$ cat src/hw/rtl/cpvm_pkg.sv
// Shared types, constants and fixed-point helpers of the camera pose unit.
// No dependencies.
`timescale 1ns / 1ps

package cpvm_pkg;

   localparam int MUL_A_W = 34;
   localparam int MUL_B_W = 18;
   localparam int MUL_P_W = 52;
   localparam int MUL_CNT_W = 5;
   localparam logic [MUL_CNT_W-1:0] MUL_LAST = 5'd17;

   localparam logic [1:0] CSR_IDX_MOVE = 2'd0;
   localparam logic [1:0] CSR_IDX_TURN = 2'd1;
   localparam logic [15:0] MOVE_STEP_RESET = 16'd6554;
   localparam logic [11:0] TURN_STEP_RESET = 12'd64;

   localparam logic [16:0] POLY_A = 17'd102944;
   localparam logic [16:0] POLY_B = 17'd42048;
   localparam logic [33:0] POLY_C = 34'd4640;
   localparam logic signed [15:0] QUARTER = 16'sd16384;

   typedef enum logic [3:0] {
      ST_IDLE,
      ST_LOOK_YAW,
      ST_LOOK_PITCH,
      ST_TRIG_X2,
      ST_TRIG_CX,
      ST_TRIG_XT,
      ST_TRIG_S,
      ST_MOVE_EX,
      ST_MOVE_EZ,
      ST_ROT10,
      ST_ROT12,
      ST_ROT20,
      ST_ROT22,
      ST_DOT,
      ST_EMIT
   } state_type;

   // Quarter-wave argument with 16 fraction bits.
   function automatic logic [16:0] trig_x(input logic [15:0] ang);
      logic [14:0] r;
      r = ang[14] ? (15'd16384 - {1'b0, ang[13:0]}) : {1'b0, ang[13:0]};
      return {r, 2'b00};
   endfunction

   // Round half up by 14 bits.
   function automatic logic signed [51:0] round_trig(input logic signed [51:0] v);
      return (v + 52'sd8192) >>> 14;
   endfunction

   function automatic logic signed [31:0] sat32(input logic signed [33:0] v);
      if (v > 34'sd2147483647) return 32'sh7fffffff;
      if (v < -34'sd2147483648) return 32'sh80000000;
      return v[31:0];
   endfunction

endpackage

$ cat src/hw/rtl/cpvm_serial_mul.sv
// Bit-serial signed multiplier, one multiplier bit per clock.
// Depends on cpvm_pkg.
`timescale 1ns / 1ps

module cpvm_serial_mul (
   input  logic                                clock,
   input  logic                                reset,
   input  logic                                start,
   input  logic signed [cpvm_pkg::MUL_A_W-1:0] op_a,
   input  logic signed [cpvm_pkg::MUL_B_W-1:0] op_b,
   output logic                                done,
   output logic signed [cpvm_pkg::MUL_P_W-1:0] product
);

   logic signed [cpvm_pkg::MUL_A_W:0]   hi_ff, hi_in, addend, sum;
   logic [cpvm_pkg::MUL_B_W-1:0]        lo_ff, lo_in;
   logic signed [cpvm_pkg::MUL_A_W-1:0] a_ff, a_in;
   logic [cpvm_pkg::MUL_CNT_W-1:0]      cnt_ff, cnt_in;
   logic                                busy_ff, busy_in, done_ff, done_in;
   logic [cpvm_pkg::MUL_A_W+cpvm_pkg::MUL_B_W:0] full;

   always_comb begin
      hi_in = hi_ff;
      lo_in = lo_ff;
      a_in = a_ff;
      cnt_in = cnt_ff;
      busy_in = busy_ff;
      done_in = 1'b0;
      addend = '0;
      sum = hi_ff;
      if (start) begin
         hi_in = '0;
         lo_in = op_b;
         a_in = op_a;
         cnt_in = '0;
         busy_in = 1'b1;
      end else if (busy_ff) begin
         // multiplier MSB carries negative weight
         if (lo_ff[0])
            addend = (cnt_ff == cpvm_pkg::MUL_LAST) ? -{a_ff[cpvm_pkg::MUL_A_W-1], a_ff}
                                                    : {a_ff[cpvm_pkg::MUL_A_W-1], a_ff};
         sum = hi_ff + addend;
         hi_in = {sum[cpvm_pkg::MUL_A_W], sum[cpvm_pkg::MUL_A_W:1]};
         lo_in = {sum[0], lo_ff[cpvm_pkg::MUL_B_W-1:1]};
         cnt_in = cnt_ff + 5'd1;
         if (cnt_ff == cpvm_pkg::MUL_LAST) begin
            busy_in = 1'b0;
            done_in = 1'b1;
         end
      end
   end

   always_ff @(posedge clock) begin
      if (reset) begin
         busy_ff <= 1'b0;
         done_ff <= 1'b0;
         cnt_ff <= '0;
      end else begin
         busy_ff <= busy_in;
         done_ff <= done_in;
         cnt_ff <= cnt_in;
      end
      hi_ff <= hi_in;
      lo_ff <= lo_in;
      a_ff <= a_in;
   end

   assign full = {hi_ff, lo_ff};
   assign done = done_ff;
   assign product = full[cpvm_pkg::MUL_P_W-1:0];

endmodule

$ cat src/hw/rtl/camera_pose_view_matrix_unit.sv
// Top level of the camera pose view matrix unit: sequencer, pose state,
// output register. Depends on cpvm_pkg and cpvm_serial_mul.
//
//   port group | direction | handshake          | carries
//   req_       | in        | req_valid/stall    | event type, mouse deltas, keys
//   rsp_       | out       | rsp_valid/stall    | one view matrix row
//   csr_       | in        | csr_valid/ready    | move_step (0), turn_step (1)
//
// Every product goes through one shared bit-serial multiplier.
// Look request: 2 products. Frame request: 31 products, then three rows
// through the output register.
// Reset is synchronous; no request is taken while one is in work; rsp_stall
// holds the current row, and the next request is taken once row 2 is loaded.
`timescale 1ns / 1ps

module camera_pose_view_matrix_unit (
   input  logic               clock,
   input  logic               reset,
   input  logic               req_valid,
   output logic               req_stall,
   input  logic               req_type,
   input  logic signed [11:0] req_mouse_dx,
   input  logic signed [11:0] req_mouse_dy,
   input  logic [5:0]         req_key_bits,
   output logic               rsp_valid,
   input  logic               rsp_stall,
   output logic [1:0]         rsp_row_index,
   output logic signed [15:0] rsp_rot_a,
   output logic signed [15:0] rsp_rot_b,
   output logic signed [15:0] rsp_rot_c,
   output logic signed [33:0] rsp_trans,
   output logic               rsp_last_row,
   input  logic               csr_valid,
   output logic               csr_ready,
   input  logic [1:0]         csr_index,
   input  logic [15:0]        csr_wdata
);

   cpvm_pkg::state_type state_ff, state_in;

   logic [15:0] move_step_ff, move_step_in;
   logic [11:0] turn_step_ff, turn_step_in;
   logic [15:0] yaw_ff, yaw_in;
   logic signed [15:0] pitch_ff, pitch_in;
   logic signed [31:0] pos_x_ff, pos_x_in, pos_y_ff, pos_y_in, pos_z_ff, pos_z_in;
   logic signed [11:0] dx_ff, dx_in, dy_ff, dy_in;
   logic [5:0] keys_ff, keys_in;
   logic [16:0] x_ff, x_in, x2_ff, x2_in, t_ff, t_in;
   logic neg_ff, neg_in;
   logic [1:0] sel_ff, sel_in;
   logic signed [15:0] sy_ff, sy_in, cy_ff, cy_in, sp_ff, sp_in, cp_ff, cp_in;
   logic signed [15:0] r10_ff, r10_in, r12_ff, r12_in, r20_ff, r20_in, r22_ff, r22_in;
   logic signed [17:0] ex_ff, ex_in;
   logic signed [51:0] acc_ff, acc_in;
   logic signed [33:0] trans_ff, trans_in;
   logic [1:0] k_ff, k_in, m_ff, m_in;
   logic issued_ff, issued_in;

   logic rsp_valid_ff, rsp_valid_in;
   logic [1:0] rsp_row_ff, rsp_row_in;
   logic signed [15:0] rsp_a_ff, rsp_a_in, rsp_b_ff, rsp_b_in, rsp_c_ff, rsp_c_in;
   logic signed [33:0] rsp_t_ff, rsp_t_in;
   logic rsp_last_ff, rsp_last_in;

   logic mul_start, mul_done;
   logic signed [33:0] mul_a;
   logic signed [17:0] mul_b;
   logic signed [51:0] prod, rnd, dot_sum, dot_rnd;
   logic [17:0] s_raw;
   logic [15:0] s_rnd;
   logic [14:0] s_mag;
   logic signed [15:0] s_val;
   logic [15:0] next_ang;
   logic signed [25:0] p_wide;
   logic signed [17:0] ez_now;
   logic signed [33:0] px, pz, py;
   logic signed [15:0] rot_km, row_a, row_b, row_c;
   logic signed [31:0] pos_m;
   logic out_free;

   cpvm_serial_mul u_mul (
      .clock   (clock),
      .reset   (reset),
      .start   (mul_start),
      .op_a    (mul_a),
      .op_b    (mul_b),
      .done    (mul_done),
      .product (prod)
   );

   assign rnd = cpvm_pkg::round_trig(prod);
   assign out_free = !rsp_valid_ff || !rsp_stall;

   always_comb begin
      unique case (k_ff)
         2'd0: begin
            row_a = cy_ff;
            row_b = 16'sd0;
            row_c = -sy_ff;
         end
         2'd1: begin
            row_a = r10_ff;
            row_b = cp_ff;
            row_c = r12_ff;
         end
         default: begin
            row_a = r20_ff;
            row_b = -sp_ff;
            row_c = r22_ff;
         end
      endcase
      case (m_ff)
         2'd0: begin
            rot_km = row_a;
            pos_m = pos_x_ff;
         end
         2'd1: begin
            rot_km = row_b;
            pos_m = pos_y_ff;
         end
         default: begin
            rot_km = row_c;
            pos_m = pos_z_ff;
         end
      endcase
   end

   always_comb begin
      unique case (sel_ff)
         2'd0: next_ang = yaw_ff + 16'd16384;
         2'd1: next_ang = pitch_ff;
         default: next_ang = pitch_ff + 16'sd16384;
      endcase
      s_raw = prod[33:16];
      s_rnd = 16'((s_raw + 18'd2) >> 2);
      s_mag = (s_rnd > 16'd16384) ? 15'd16384 : s_rnd[14:0];
      s_val = neg_ff ? -$signed({1'b0, s_mag}) : $signed({1'b0, s_mag});
      p_wide = {{10{pitch_ff[15]}}, pitch_ff} + prod[25:0];
      ez_now = -rnd[17:0];
      dot_sum = (m_ff == 2'd0) ? prod : acc_ff + prod;
      dot_rnd = cpvm_pkg::round_trig(dot_sum);
      px = {{2{pos_x_ff[31]}}, pos_x_ff};
      pz = {{2{pos_z_ff[31]}}, pos_z_ff};
      py = {{2{pos_y_ff[31]}}, pos_y_ff};
      if (keys_ff[0] && !keys_ff[1]) begin
         px = px + ex_ff;
         pz = pz + ez_now;
      end else if (keys_ff[1] && !keys_ff[0]) begin
         px = px - ex_ff;
         pz = pz - ez_now;
      end
      if (keys_ff[2] && !keys_ff[3]) begin
         px = px + ez_now;
         pz = pz - ex_ff;
      end else if (keys_ff[3] && !keys_ff[2]) begin
         px = px - ez_now;
         pz = pz + ex_ff;
      end
      if (keys_ff[4] && !keys_ff[5])
         py = py + $signed({18'd0, move_step_ff});
      else if (keys_ff[5] && !keys_ff[4])
         py = py - $signed({18'd0, move_step_ff});
   end

   always_comb begin
      state_in = state_ff;
      move_step_in = move_step_ff;
      turn_step_in = turn_step_ff;
      yaw_in = yaw_ff;
      pitch_in = pitch_ff;
      pos_x_in = pos_x_ff;
      pos_y_in = pos_y_ff;
      pos_z_in = pos_z_ff;
      dx_in = dx_ff;
      dy_in = dy_ff;
      keys_in = keys_ff;
      x_in = x_ff;
      x2_in = x2_ff;
      t_in = t_ff;
      neg_in = neg_ff;
      sel_in = sel_ff;
      sy_in = sy_ff;
      cy_in = cy_ff;
      sp_in = sp_ff;
      cp_in = cp_ff;
      r10_in = r10_ff;
      r12_in = r12_ff;
      r20_in = r20_ff;
      r22_in = r22_ff;
      ex_in = ex_ff;
      acc_in = acc_ff;
      trans_in = trans_ff;
      k_in = k_ff;
      m_in = m_ff;
      issued_in = issued_ff;
      rsp_valid_in = rsp_valid_ff && rsp_stall;
      rsp_row_in = rsp_row_ff;
      rsp_a_in = rsp_a_ff;
      rsp_b_in = rsp_b_ff;
      rsp_c_in = rsp_c_ff;
      rsp_t_in = rsp_t_ff;
      rsp_last_in = rsp_last_ff;
      mul_start = 1'b0;
      mul_a = '0;
      mul_b = '0;
      req_stall = (state_ff != cpvm_pkg::ST_IDLE);

      if (csr_valid) begin
         if (csr_index == cpvm_pkg::CSR_IDX_MOVE)
            move_step_in = csr_wdata;
         else if (csr_index == cpvm_pkg::CSR_IDX_TURN)
            turn_step_in = csr_wdata[11:0];
      end

      unique case (state_ff)
         cpvm_pkg::ST_LOOK_YAW, cpvm_pkg::ST_LOOK_PITCH: begin
            mul_a = {22'd0, turn_step_ff};
            mul_b = (state_ff == cpvm_pkg::ST_LOOK_YAW) ? {{6{dx_ff[11]}}, dx_ff}
                                                      : {{6{dy_ff[11]}}, dy_ff};
         end
         cpvm_pkg::ST_TRIG_X2: begin
            mul_a = {17'd0, x_ff};
            mul_b = {1'b0, x_ff};
         end
         cpvm_pkg::ST_TRIG_CX: begin
            mul_a = cpvm_pkg::POLY_C;
            mul_b = {1'b0, x2_ff};
         end
         cpvm_pkg::ST_TRIG_XT: begin
            mul_a = {17'd0, t_ff};
            mul_b = {1'b0, x2_ff};
         end
         cpvm_pkg::ST_TRIG_S: begin
            mul_a = {17'd0, t_ff};
            mul_b = {1'b0, x_ff};
         end
         cpvm_pkg::ST_MOVE_EX, cpvm_pkg::ST_MOVE_EZ: begin
            mul_a = {18'd0, move_step_ff};
            mul_b = (state_ff == cpvm_pkg::ST_MOVE_EX) ? {{2{sy_ff[15]}}, sy_ff}
                                                     : {{2{cy_ff[15]}}, cy_ff};
         end
         cpvm_pkg::ST_ROT10, cpvm_pkg::ST_ROT12: begin
            mul_a = {{18{sp_ff[15]}}, sp_ff};
            mul_b = (state_ff == cpvm_pkg::ST_ROT10) ? {{2{sy_ff[15]}}, sy_ff}
                                                   : {{2{cy_ff[15]}}, cy_ff};
         end
         cpvm_pkg::ST_ROT20, cpvm_pkg::ST_ROT22: begin
            mul_a = {{18{cp_ff[15]}}, cp_ff};
            mul_b = (state_ff == cpvm_pkg::ST_ROT20) ? {{2{sy_ff[15]}}, sy_ff}
                                                   : {{2{cy_ff[15]}}, cy_ff};
         end
         cpvm_pkg::ST_DOT: begin
            mul_a = {{2{pos_m[31]}}, pos_m};
            mul_b = {{2{rot_km[15]}}, rot_km};
         end
         default: begin
         end
      endcase

      if (state_ff != cpvm_pkg::ST_IDLE && state_ff != cpvm_pkg::ST_EMIT && !issued_ff) begin
         mul_start = 1'b1;
         issued_in = 1'b1;
      end

      unique case (state_ff)
         cpvm_pkg::ST_IDLE: begin
            if (req_valid) begin
               dx_in = req_mouse_dx;
               dy_in = req_mouse_dy;
               keys_in = req_key_bits;
               sel_in = 2'd0;
               x_in = cpvm_pkg::trig_x(yaw_ff);
               neg_in = yaw_ff[15];
               state_in = req_type ? cpvm_pkg::ST_TRIG_X2 : cpvm_pkg::ST_LOOK_YAW;
            end
         end
         cpvm_pkg::ST_EMIT: begin
            if (out_free) begin
               rsp_valid_in = 1'b1;
               rsp_row_in = k_ff;
               rsp_a_in = row_a;
               rsp_b_in = row_b;
               rsp_c_in = row_c;
               rsp_t_in = trans_ff;
               rsp_last_in = (k_ff == 2'd2);
               k_in = k_ff + 2'd1;
               m_in = 2'd0;
               state_in = (k_ff == 2'd2) ? cpvm_pkg::ST_IDLE : cpvm_pkg::ST_DOT;
            end
         end
         default: begin
            if (issued_ff && mul_done) begin
               issued_in = 1'b0;
               unique case (state_ff)
                  cpvm_pkg::ST_LOOK_YAW: begin
                     yaw_in = yaw_ff + prod[15:0];
                     state_in = cpvm_pkg::ST_LOOK_PITCH;
                  end
                  cpvm_pkg::ST_LOOK_PITCH: begin
                     if (p_wide > 26'sd16384)
                        pitch_in = cpvm_pkg::QUARTER;
                     else if (p_wide < -26'sd16384)
                        pitch_in = -cpvm_pkg::QUARTER;
                     else
                        pitch_in = p_wide[15:0];
                     state_in = cpvm_pkg::ST_IDLE;
                  end
                  cpvm_pkg::ST_TRIG_X2: begin
                     x2_in = prod[32:16];
                     state_in = cpvm_pkg::ST_TRIG_CX;
                  end
                  cpvm_pkg::ST_TRIG_CX: begin
                     t_in = cpvm_pkg::POLY_B - prod[32:16];
                     state_in = cpvm_pkg::ST_TRIG_XT;
                  end
                  cpvm_pkg::ST_TRIG_XT: begin
                     t_in = cpvm_pkg::POLY_A - prod[32:16];
                     state_in = cpvm_pkg::ST_TRIG_S;
                  end
                  cpvm_pkg::ST_TRIG_S: begin
                     case (sel_ff)
                        2'd0: sy_in = s_val;
                        2'd1: cy_in = s_val;
                        2'd2: sp_in = s_val;
                        default: cp_in = s_val;
                     endcase
                     sel_in = sel_ff + 2'd1;
                     x_in = cpvm_pkg::trig_x(next_ang);
                     neg_in = next_ang[15];
                     state_in = (sel_ff == 2'd3) ? cpvm_pkg::ST_MOVE_EX
                                                 : cpvm_pkg::ST_TRIG_X2;
                  end
                  cpvm_pkg::ST_MOVE_EX: begin
                     ex_in = -rnd[17:0];
                     state_in = cpvm_pkg::ST_MOVE_EZ;
                  end
                  cpvm_pkg::ST_MOVE_EZ: begin
                     pos_x_in = cpvm_pkg::sat32(px);
                     pos_y_in = cpvm_pkg::sat32(py);
                     pos_z_in = cpvm_pkg::sat32(pz);
                     state_in = cpvm_pkg::ST_ROT10;
                  end
                  cpvm_pkg::ST_ROT10: begin
                     r10_in = rnd[15:0];
                     state_in = cpvm_pkg::ST_ROT12;
                  end
                  cpvm_pkg::ST_ROT12: begin
                     r12_in = rnd[15:0];
                     state_in = cpvm_pkg::ST_ROT20;
                  end
                  cpvm_pkg::ST_ROT20: begin
                     r20_in = rnd[15:0];
                     state_in = cpvm_pkg::ST_ROT22;
                  end
                  cpvm_pkg::ST_ROT22: begin
                     r22_in = rnd[15:0];
                     k_in = 2'd0;
                     m_in = 2'd0;
                     state_in = cpvm_pkg::ST_DOT;
                  end
                  default: begin
                     acc_in = dot_sum;
                     if (m_ff == 2'd2) begin
                        trans_in = -dot_rnd[33:0];
                        state_in = cpvm_pkg::ST_EMIT;
                     end else begin
                        m_in = m_ff + 2'd1;
                     end
                  end
               endcase
            end
         end
      endcase
   end

   always_ff @(posedge clock) begin
      if (reset) begin
         state_ff <= cpvm_pkg::ST_IDLE;
         move_step_ff <= cpvm_pkg::MOVE_STEP_RESET;
         turn_step_ff <= cpvm_pkg::TURN_STEP_RESET;
         yaw_ff <= '0;
         pitch_ff <= '0;
         pos_x_ff <= '0;
         pos_y_ff <= '0;
         pos_z_ff <= '0;
         issued_ff <= 1'b0;
         rsp_valid_ff <= 1'b0;
      end else begin
         state_ff <= state_in;
         move_step_ff <= move_step_in;
         turn_step_ff <= turn_step_in;
         yaw_ff <= yaw_in;
         pitch_ff <= pitch_in;
         pos_x_ff <= pos_x_in;
         pos_y_ff <= pos_y_in;
         pos_z_ff <= pos_z_in;
         issued_ff <= issued_in;
         rsp_valid_ff <= rsp_valid_in;
      end
      dx_ff <= dx_in;
      dy_ff <= dy_in;
      keys_ff <= keys_in;
      x_ff <= x_in;
      x2_ff <= x2_in;
      t_ff <= t_in;
      neg_ff <= neg_in;
      sel_ff <= sel_in;
      sy_ff <= sy_in;
      cy_ff <= cy_in;
      sp_ff <= sp_in;
      cp_ff <= cp_in;
      r10_ff <= r10_in;
      r12_ff <= r12_in;
      r20_ff <= r20_in;
      r22_ff <= r22_in;
      ex_ff <= ex_in;
      acc_ff <= acc_in;
      trans_ff <= trans_in;
      k_ff <= k_in;
      m_ff <= m_in;
      rsp_row_ff <= rsp_row_in;
      rsp_a_ff <= rsp_a_in;
      rsp_b_ff <= rsp_b_in;
      rsp_c_ff <= rsp_c_in;
      rsp_t_ff <= rsp_t_in;
      rsp_last_ff <= rsp_last_in;
   end

   assign csr_ready = 1'b1;
   assign rsp_valid = rsp_valid_ff;
   assign rsp_row_index = rsp_row_ff;
   assign rsp_rot_a = rsp_a_ff;
   assign rsp_rot_b = rsp_b_ff;
   assign rsp_rot_c = rsp_c_ff;
   assign rsp_trans = rsp_t_ff;
   assign rsp_last_row = rsp_last_ff;

endmodule

$ cat config.mk
export PLATFORM = sky130hd
export DESIGN_NAME = camera_pose_view_matrix_unit
export DESIGN_NICKNAME = d
export VERILOG_FILES = /design/src/hw/rtl/cpvm_pkg.sv /design/src/hw/rtl/cpvm_serial_mul.sv /design/src/hw/rtl/camera_pose_view_matrix_unit.sv
export SDC_FILE = /design/constraint.sdc
export NUM_CORES = 2
export LEC_CHECK = 0
export ABC_AREA = 1
export BUFFER_PORTS_ARGS = -buffer_cell sky130_fd_sc_hd__buf_4
export CORE_MARGIN = 2
export CORE_UTILIZATION = 30
export DETAILED_ROUTE_END_ITERATION = 10
export HOLD_SLACK_MARGIN = 0.03
export PLACE_DENSITY_LB_ADDON = 0.08
export SKIP_CTS_REPAIR_TIMING = 1
export SYNTH_ARGS = -nofsm -noshare
export SYNTH_HDL_FRONTEND = slang
export SYNTH_SLANG_ARGS = --single-unit
export TNS_END_PERCENT = 30
$ cat constraint.sdc
create_clock -name clock -period 12.8 [get_ports clock]
set_clock_uncertainty 0.05 [all_clocks]
set_input_delay 2.56 -clock clock [delete_from_list [all_inputs] [get_ports clock]]
set_output_delay 2.56 -clock clock [all_outputs]
set_load 0.02 [all_outputs]
# [Word-level counts from Yosys, hierarchy flattened]
# Cells that the tools add are included.
[classes] bitwise_logic=7 mux=115 n_shift=0 multipliers=0 n_lt_le_gt_ge=9 eq_ne=28 n_addsub=33 reduce_logical=71 div_mod_pow=0
[op_table] operator="32-bit two-way mux" n=12
[op_table] operator="34-bit two-way mux" n=10
[op_table] operator="34-bit one-hot mux with 8 select lines" n=1
[op_table] operator="16-bit one-hot mux with 2 select lines" n=5
[op_table] operator="35-bit two-way mux" n=4
[op_table] operator="18-bit one-hot mux with 7 select lines" n=1
[op_table] operator="18-bit two-way mux" n=6
[op_table] operator="34-bit by 32-bit greater-than comparator with 1-bit output (second input constant)" n=3
[op_table] operator="34-bit by 32-bit < comparator with 1-bit output (second input constant)" n=3
[op_table] operator="34-bit by 18-bit adder with 34-bit output" n=2
[op_table] operator="17-bit one-hot mux with 2 select lines" n=2
[op_table] operator="34-bit by 18-bit subtractor with 34-bit output" n=2
[op_table] operator="32-bit by 18-bit adder with 33-bit output" n=2
[op_table] operator="32-bit by 18-bit subtractor with 33-bit output" n=2
[op_table] operator="32-bit one-hot mux with 2 select lines" n=1
[op_table] operator="52-bit adder" n=1
[op_table] operator="52-bit two-way mux" n=1
[op_table] operator="17-bit two-way mux" n=3
[op_table] operator="48-bit by 15-bit adder with 48-bit output (second input constant)" n=1
[op_table] operator="16-bit two-way mux" n=3
[op_table] operator="4-bit one-hot mux with 12 select lines" n=1
[op_table] operator="15-bit two-way mux" n=3
[op_table] operator="1-bit two-way mux" n=40
[op_table] operator="3-bit AND reduction" n=12
[op_table] operator="56 further kinds" n=142
[word_totals] mem_bits_rw=0 romBits=0 wordCells=306 reg_bits=660 latchBits=0 output_inout_bits=88 memories=0 input_bits=54

# [Longest topological paths before layout]
[logic_depth] word_depth=19 ltp_mapped=49 depth_no_buf=46

# [Modules after synthesis]
# From an unflattened synthesis, not the netlist that was laid out.
[hier_totals] cells_unflattened=8897 area_unflattened_um2=59783.6
[modules_own_cells] module="camera_pose_view_matrix_unit" instances=1 cells_per_inst=7984 area_each_um2=53297.4 seq_area_each_um2=15224.6
[modules_own_cells] module="cpvm_serial_mul" instances=1 cells_per_inst=913 area_each_um2=6486.2 seq_area_each_um2=2382.3

# [Worst setup path before layout]
# OpenSTA, ideal clock, no wires.
[synth_timing] path_type="register -> register" from="reg u_mul.lo_ff[13] in the netlist's numbering" to="reg pos_z_ff[14]" t_required_ps=12680 setup_ps=70 setup_slack_ps=3986 n_path_buf=1 path_stages_with_launch=40 arrival_ps=8694 synth_period_minus_slack_ps=8814 path_cell_list="edfxtp_1 > ha_1 > nand3_1 > xor2_1 > nor4_1 > nand3b_1 > nor2_1 > nand2_1 > nor3_1 > nand4_1 > xnor2_1 > inv_1 > ha_1 > inv_1 > a21oi_1 > o21ai_0 > a21oi_1 > o21ai_0 > (+4 left out) > nand2_1 > nand2_1 > inv_1 > ha_1 > inv_1 > a21oi_1 > o21ai_0 > a21boi_0 > o221ai_1 > a21oi_1 > xor2_1 > nand2_1 > nand3_1 > nand3_1 > nand2_1 > buf_2 > nand2_1 > a21oi_1"
[synth_via] elab_chain_len=16 word_cells_on_any_way=24 classes_between="add/sub (6); order compare (2); mux (16)"
[synth_rtl] item="start, declared" line="cpvm_serial_mul.sv:16" source="logic [cpvm_pkg::MUL_B_W-1:0] lo_ff, lo_in;"
[synth_rtl] item="start signal, assigned" line="cpvm_serial_mul.sv:64" source="lo_ff <= lo_in;"
[synth_rtl] item="32-bit by 15-bit adder with 32-bit output *" line="cpvm_pkg.sv:50" source="return (v + 52'sd8192) >>> 14;"
[synth_rtl] item="net rnd[3]" line="camera_pose_view_matrix_unit.sv:68" source="logic signed [51:0] prod, rnd, dot_sum, dot_rnd;"
[synth_rtl] item="18-bit negation *" line="camera_pose_view_matrix_unit.sv:139" source="ez_now = -rnd[17:0];"
[synth_rtl] item="net ez_now[17]" line="camera_pose_view_matrix_unit.sv:75" source="logic signed [17:0] ez_now;"
[synth_rtl] item="32-bit by 18-bit subtractor with 33-bit output" line="camera_pose_view_matrix_unit.sv:150" source="pz = pz - ez_now;"
[synth_rtl] item="34-bit two-way mux" line="camera_pose_view_matrix_unit.sv:148" source="end else if (keys_ff[1] && !keys_ff[0]) begin"
[synth_rtl] item="34-bit two-way mux *" line="camera_pose_view_matrix_unit.sv:145" source="if (keys_ff[0] && !keys_ff[1]) begin"
[synth_rtl] item="34-bit by 18-bit adder with 34-bit output" line="camera_pose_view_matrix_unit.sv:157" source="pz = pz + ex_ff;"
[synth_rtl] item="34-bit two-way mux" line="camera_pose_view_matrix_unit.sv:155" source="end else if (keys_ff[3] && !keys_ff[2]) begin"
[synth_rtl] item="34-bit two-way mux *" line="camera_pose_view_matrix_unit.sv:152" source="if (keys_ff[2] && !keys_ff[3]) begin"
[synth_rtl] item="34-bit by 32-bit < comparator with 1-bit output" line="cpvm_pkg.sv:55" source="if (v < -34'sd2147483648) return 32'sh80000000;"
[synth_rtl] item="1-bit two-way mux (2 in series)" line="cpvm_pkg.sv:55"
[synth_rtl] item="1-bit two-way mux" line="camera_pose_view_matrix_unit.sv:294" source="unique case (state_ff)"
[synth_rtl] item="1-bit two-way mux" line="camera_pose_view_matrix_unit.sv:292" source="if (issued_ff && mul_done) begin"
[synth_rtl] item="1-bit two-way mux" line="camera_pose_view_matrix_unit.sv:265" source="unique case (state_ff)"
[synth_rtl] item="32-bit two-way mux" line="cpvm_pkg.sv:56" source="return v[31:0];"
[synth_rtl] item="32-bit two-way mux *" line="cpvm_pkg.sv:55"
[synth_rtl] item="end signal, assigned" line="camera_pose_view_matrix_unit.sv:396" source="pos_z_ff <= pos_z_in;"
[synth_rtl] item="end, declared" line="camera_pose_view_matrix_unit.sv:45" source="logic signed [31:0] pos_x_ff, pos_x_in, pos_y_ff, pos_y_in, pos_z_ff, pos_z_in;"
# The timed path passes the listed nets; every way through them passes the cells marked *. The select of a mux whose other input is x is not followed.
# A chain may end at the register's enable or synchronous reset.

# [Worst setup path in the final report]
[layout_timing] from="reg u_mul.lo_ff[15] in the netlist's numbering" to="reg pos_z_ff[27]"
# Same word-level chain as after synthesis.

==> reports/results.ini <==
[floorplan]
dieArea_um2=201000
die_h_um=448
rows=162
start_util_pct=30.2
die_x_um=448
core-area_um2=195000
num_io_pins=142

[logic_synthesis]
syn_inst=8645
yosysTopAreaCellShare_pct=22.8
synth_cell_types=74
syn-num-nets=9163
netlist_area_um2=59100
synth_edf_count=449
async_flop_share_pct=0
synth_top_area_cell=edfxtp_1
yosysSeqAreaShare_pct=29.7
ys.warnings.count=0
synth_most_common_cell=nand2_1
ys_ff_latch=652
synth_flop_cell=edfxtp_1
synth.avg_cell_area_um2=6.84
ys_top_cells_by_area=edfxtp_1 23%, nand2_1 11%, ha_1 9.5%
synth_common_cells=1,704 x nand2_1, 1,242 x inv_1, 976 x a21oi_1, 844 x nor2_1, 765 x o21ai_0

[cells_and_area]
finish.utilization_pct=34.0
stdcell_count=11400
fin_nets=9214
area_delta_synth_final_pct=12.3
fillerInstances=21500
layout-drive-gt1-share_pct=7.48

[cts]
clk_pin_slew_ns=0.06
clock-sinks=652
htree_levels=3
cts_tree=done
clk_latency_ns=0.79
cts_buffer_depth=3
cts_made_buffers=87
cts_root_buffer=clkbuf_16

[route]
drc=0
drt-total-wl_um=283000
drt_iter0_markers=5121
wl_per_cell_um=24.8
vias_per_cell=5.28
vias=60200
firstDrtPassIters=6
ant_nets=0

[timing]
worst_pin_slew_ns=1.40
finalHoldViolCount=0
slew_headroom_pct=5.80
clock.fmax_mhz=95.2
setup_tns_ns=0
fin_crit_sh_pct=82.1
setup_viol=0
rsz0062_at_grt=no
min_period_ns=10.50
maxSlewViolCount=0

[hold_path]
min_delay_path_depth=0
hold_end=rsp_trans[10]$_DFFE_PP_
hold_class=register to register
worstHoldStart=trans_ff[10]$_DFFE_PP_

[power]
leakagePower_nw=30.1
clkPwrFrac_pct=19.4
peakVddDrop_mv=0.169
pwr-share-comb_pct=59.7
seq_power_share_pct=21.0
power_density_nw_per_um2=211
p_int_mw=6.60
p_sw_share_pct=52.8
switching_power_mw=7.39

[grt]
track_usage_pct=27.6
grtUsageMet1_pct=34.0
grt_max_degree=67
grt_pass1_wl_um=406000
antenna_found_initial=9
globalRouteMet3Util_pct=2.77
met2_usage_pct=48.2
grt.busiest_layer=met2
grt_pass1_vias=58600
gr-total-overflow=0

[critical_path]
cpPeakStageDelay_ns=0.93
crit_path_max_fanout=31
worst_setup_path_start_kind=register
crit_type=register to register
r2r_cells=43
r2r_end=pos_z_ff[27]$_SDFFE_PP0P_
critPathSlowestCell=nand2_1
path_common_cell=nand2_1
arrival_ns=11.07
r2r-start=u_mul.lo_ff[15]$_DFFE_PP_
worstPathRequired_ns=13.36
critPathCaptureType=register
rrSetupSlack_ns=2.30

[placement]
dpl.hpwl_um=230000
dp_cells=11200
gp_congestion=1.06
portBuffers=140

[run_status]
outcome=finished, final reports clean

[run]
max_cap_violations=0

[power by group through the flow]
stage	Sequential, mW	Clock (mW)	Combinational (mW)
after floorplan	2.87	0	5.27
after global placement	2.97	0	8.25
after detailed placement	2.98	0	8.23
after CTS	2.93	2.77	8.27
after global routing	2.95	2.84	9.15
final	2.93	2.71	8.35
[per-stage QoR]
stage | hold slack (ns) | instance area, um2 | setup slack, ns | total power [mW]
final | 0.366 | 66300 | 2.30 | 14.0
after global routing | 0.370 | 66300 | 1.61 | 14.9
after CTS | 0.368 | 66300 | 2.68 | 14.0
after detailed placement | 0.355 | 63200 | 2.72 | 11.2
after global placement | 0.351 | 63200 | 2.83 | 11.2
after floorplan | 0.350 | 59100 | 3.99 | 8.14
[worst max path at each step]
stage	start	end
2_1_floorplan	u_mul.lo_ff[13]$_DFFE_PP_	pos_z_ff[14]$_SDFFE_PP0P_
3_3_place_gp	u_mul.lo_ff[15]$_DFFE_PP_	pos_z_ff[4]$_SDFFE_PP0P_
3_5_place_dp	u_mul.lo_ff[15]$_DFFE_PP_	pos_z_ff[17]$_SDFFE_PP0P_
4_1_cts	u_mul.lo_ff[15]$_DFFE_PP_	pos_z_ff[27]$_SDFFE_PP0P_
5_1_grt	u_mul.lo_ff[15]$_DFFE_PP_	pos_z_ff[22]$_SDFFE_PP0P_
6_report	u_mul.lo_ff[15]$_DFFE_PP_	pos_z_ff[27]$_SDFFE_PP0P_
[layout make-up]
cell class / instances / area, um2 / share of cell area [%]
Antenna cell: 2 / 5.00 / 0.00754
Clock buffer: 114 / 2350 / 3.54
Clock inverter: 49 / 746 / 1.12
Inverter: 1290 / 4850 / 7.31
Multi-Input combinational cell: 6421 / 35700 / 53.9
Sequential cell: 652 / 17500 / 26.4
Tap cell: 2624 / 3280 / 4.95
Timing Repair Buffer: 244 / 1830 / 2.76
[sequential cells by signal (all words and copies together) (netlist names), 17 cells and up, named ones only]
signal	cells
ex_ff	18
u_mul.a_ff	32
t_ff	17
pos_x_ff	32
pos_y_ff	32
acc_ff	48
pos_z_ff	32
trans_ff	34
u_mul.hi_ff	34
u_mul.lo_ff	18
rsp_trans	34
x2_ff	17
[critical path, delay by kind of cell, from the launching register on]
| kind | cells | cell delay, ns |
|---|---|---|
| xor+xnor | 2 | 1.17 |
| flops | 1 | 0.53 |
| compound gates | 8 | 1.99 |
| buf+inv | 8 | 1.37 |
| fa+ha+maj | 2 | 0.83 |
| simple gates | 23 | 4.41 |
[logic make-up after synthesis]
family	Yosys count	synth area share, %
buffers and inverters	1572	10.1
adder cells (fa/ha/maj)	464	10.0
AND/OR/NAND/NOR	3458	25.2
AO/OA/AOI/OAI	2246	21.3
flip-flops	652	29.7
XOR/XNOR	252	3.75
other	1	0.00635
[per-layer routing]
layer,vias to the layer above,share of wire (%)
met1,28800,42
met4,6,5.4
met3,426,4.8
li1,29100,-
met5,-,0.012
met2,1824,48
[cell usage in the layout (no fill, tap or decap), drive strengths merged, types with 12 or more instances in the layout]
cell | netlist | layout
nor3 | 158 | 158
o21a | 35 | 35
inv | 1278 | 1286
nand3b | 13 | 13
a21boi | 29 | 29
o211ai | 80 | 80
xnor2 | 45 | 45
a21oi | 977 | 977
xor2 | 207 | 207
nor2 | 906 | 906
a22oi | 13 | 13
o221ai | 22 | 22
clkbuf | 236 | 114
edfxtp | 449 | 449
o31ai | 21 | 21
dfxtp | 203 | 203
ha | 450 | 450
o2111ai | 14 | 14
clkinv | 12 | 34
a21o | 26 | 26
o22ai | 35 | 35
a221oi | 46 | 46
nand4 | 96 | 96
o21ai | 801 | 801
buf | 46 | 244
a31oi | 25 | 25
o21bai | 32 | 32
o211a | 12 | 12
nand3 | 421 | 421
nor4 | 32 | 32
nand2 | 1761 | 1761
bufinv | 0 | 14
or2 | 51 | 51
a211oi | 28 | 28
fa | 14 | 14
(Power assumes the default switching activity.)
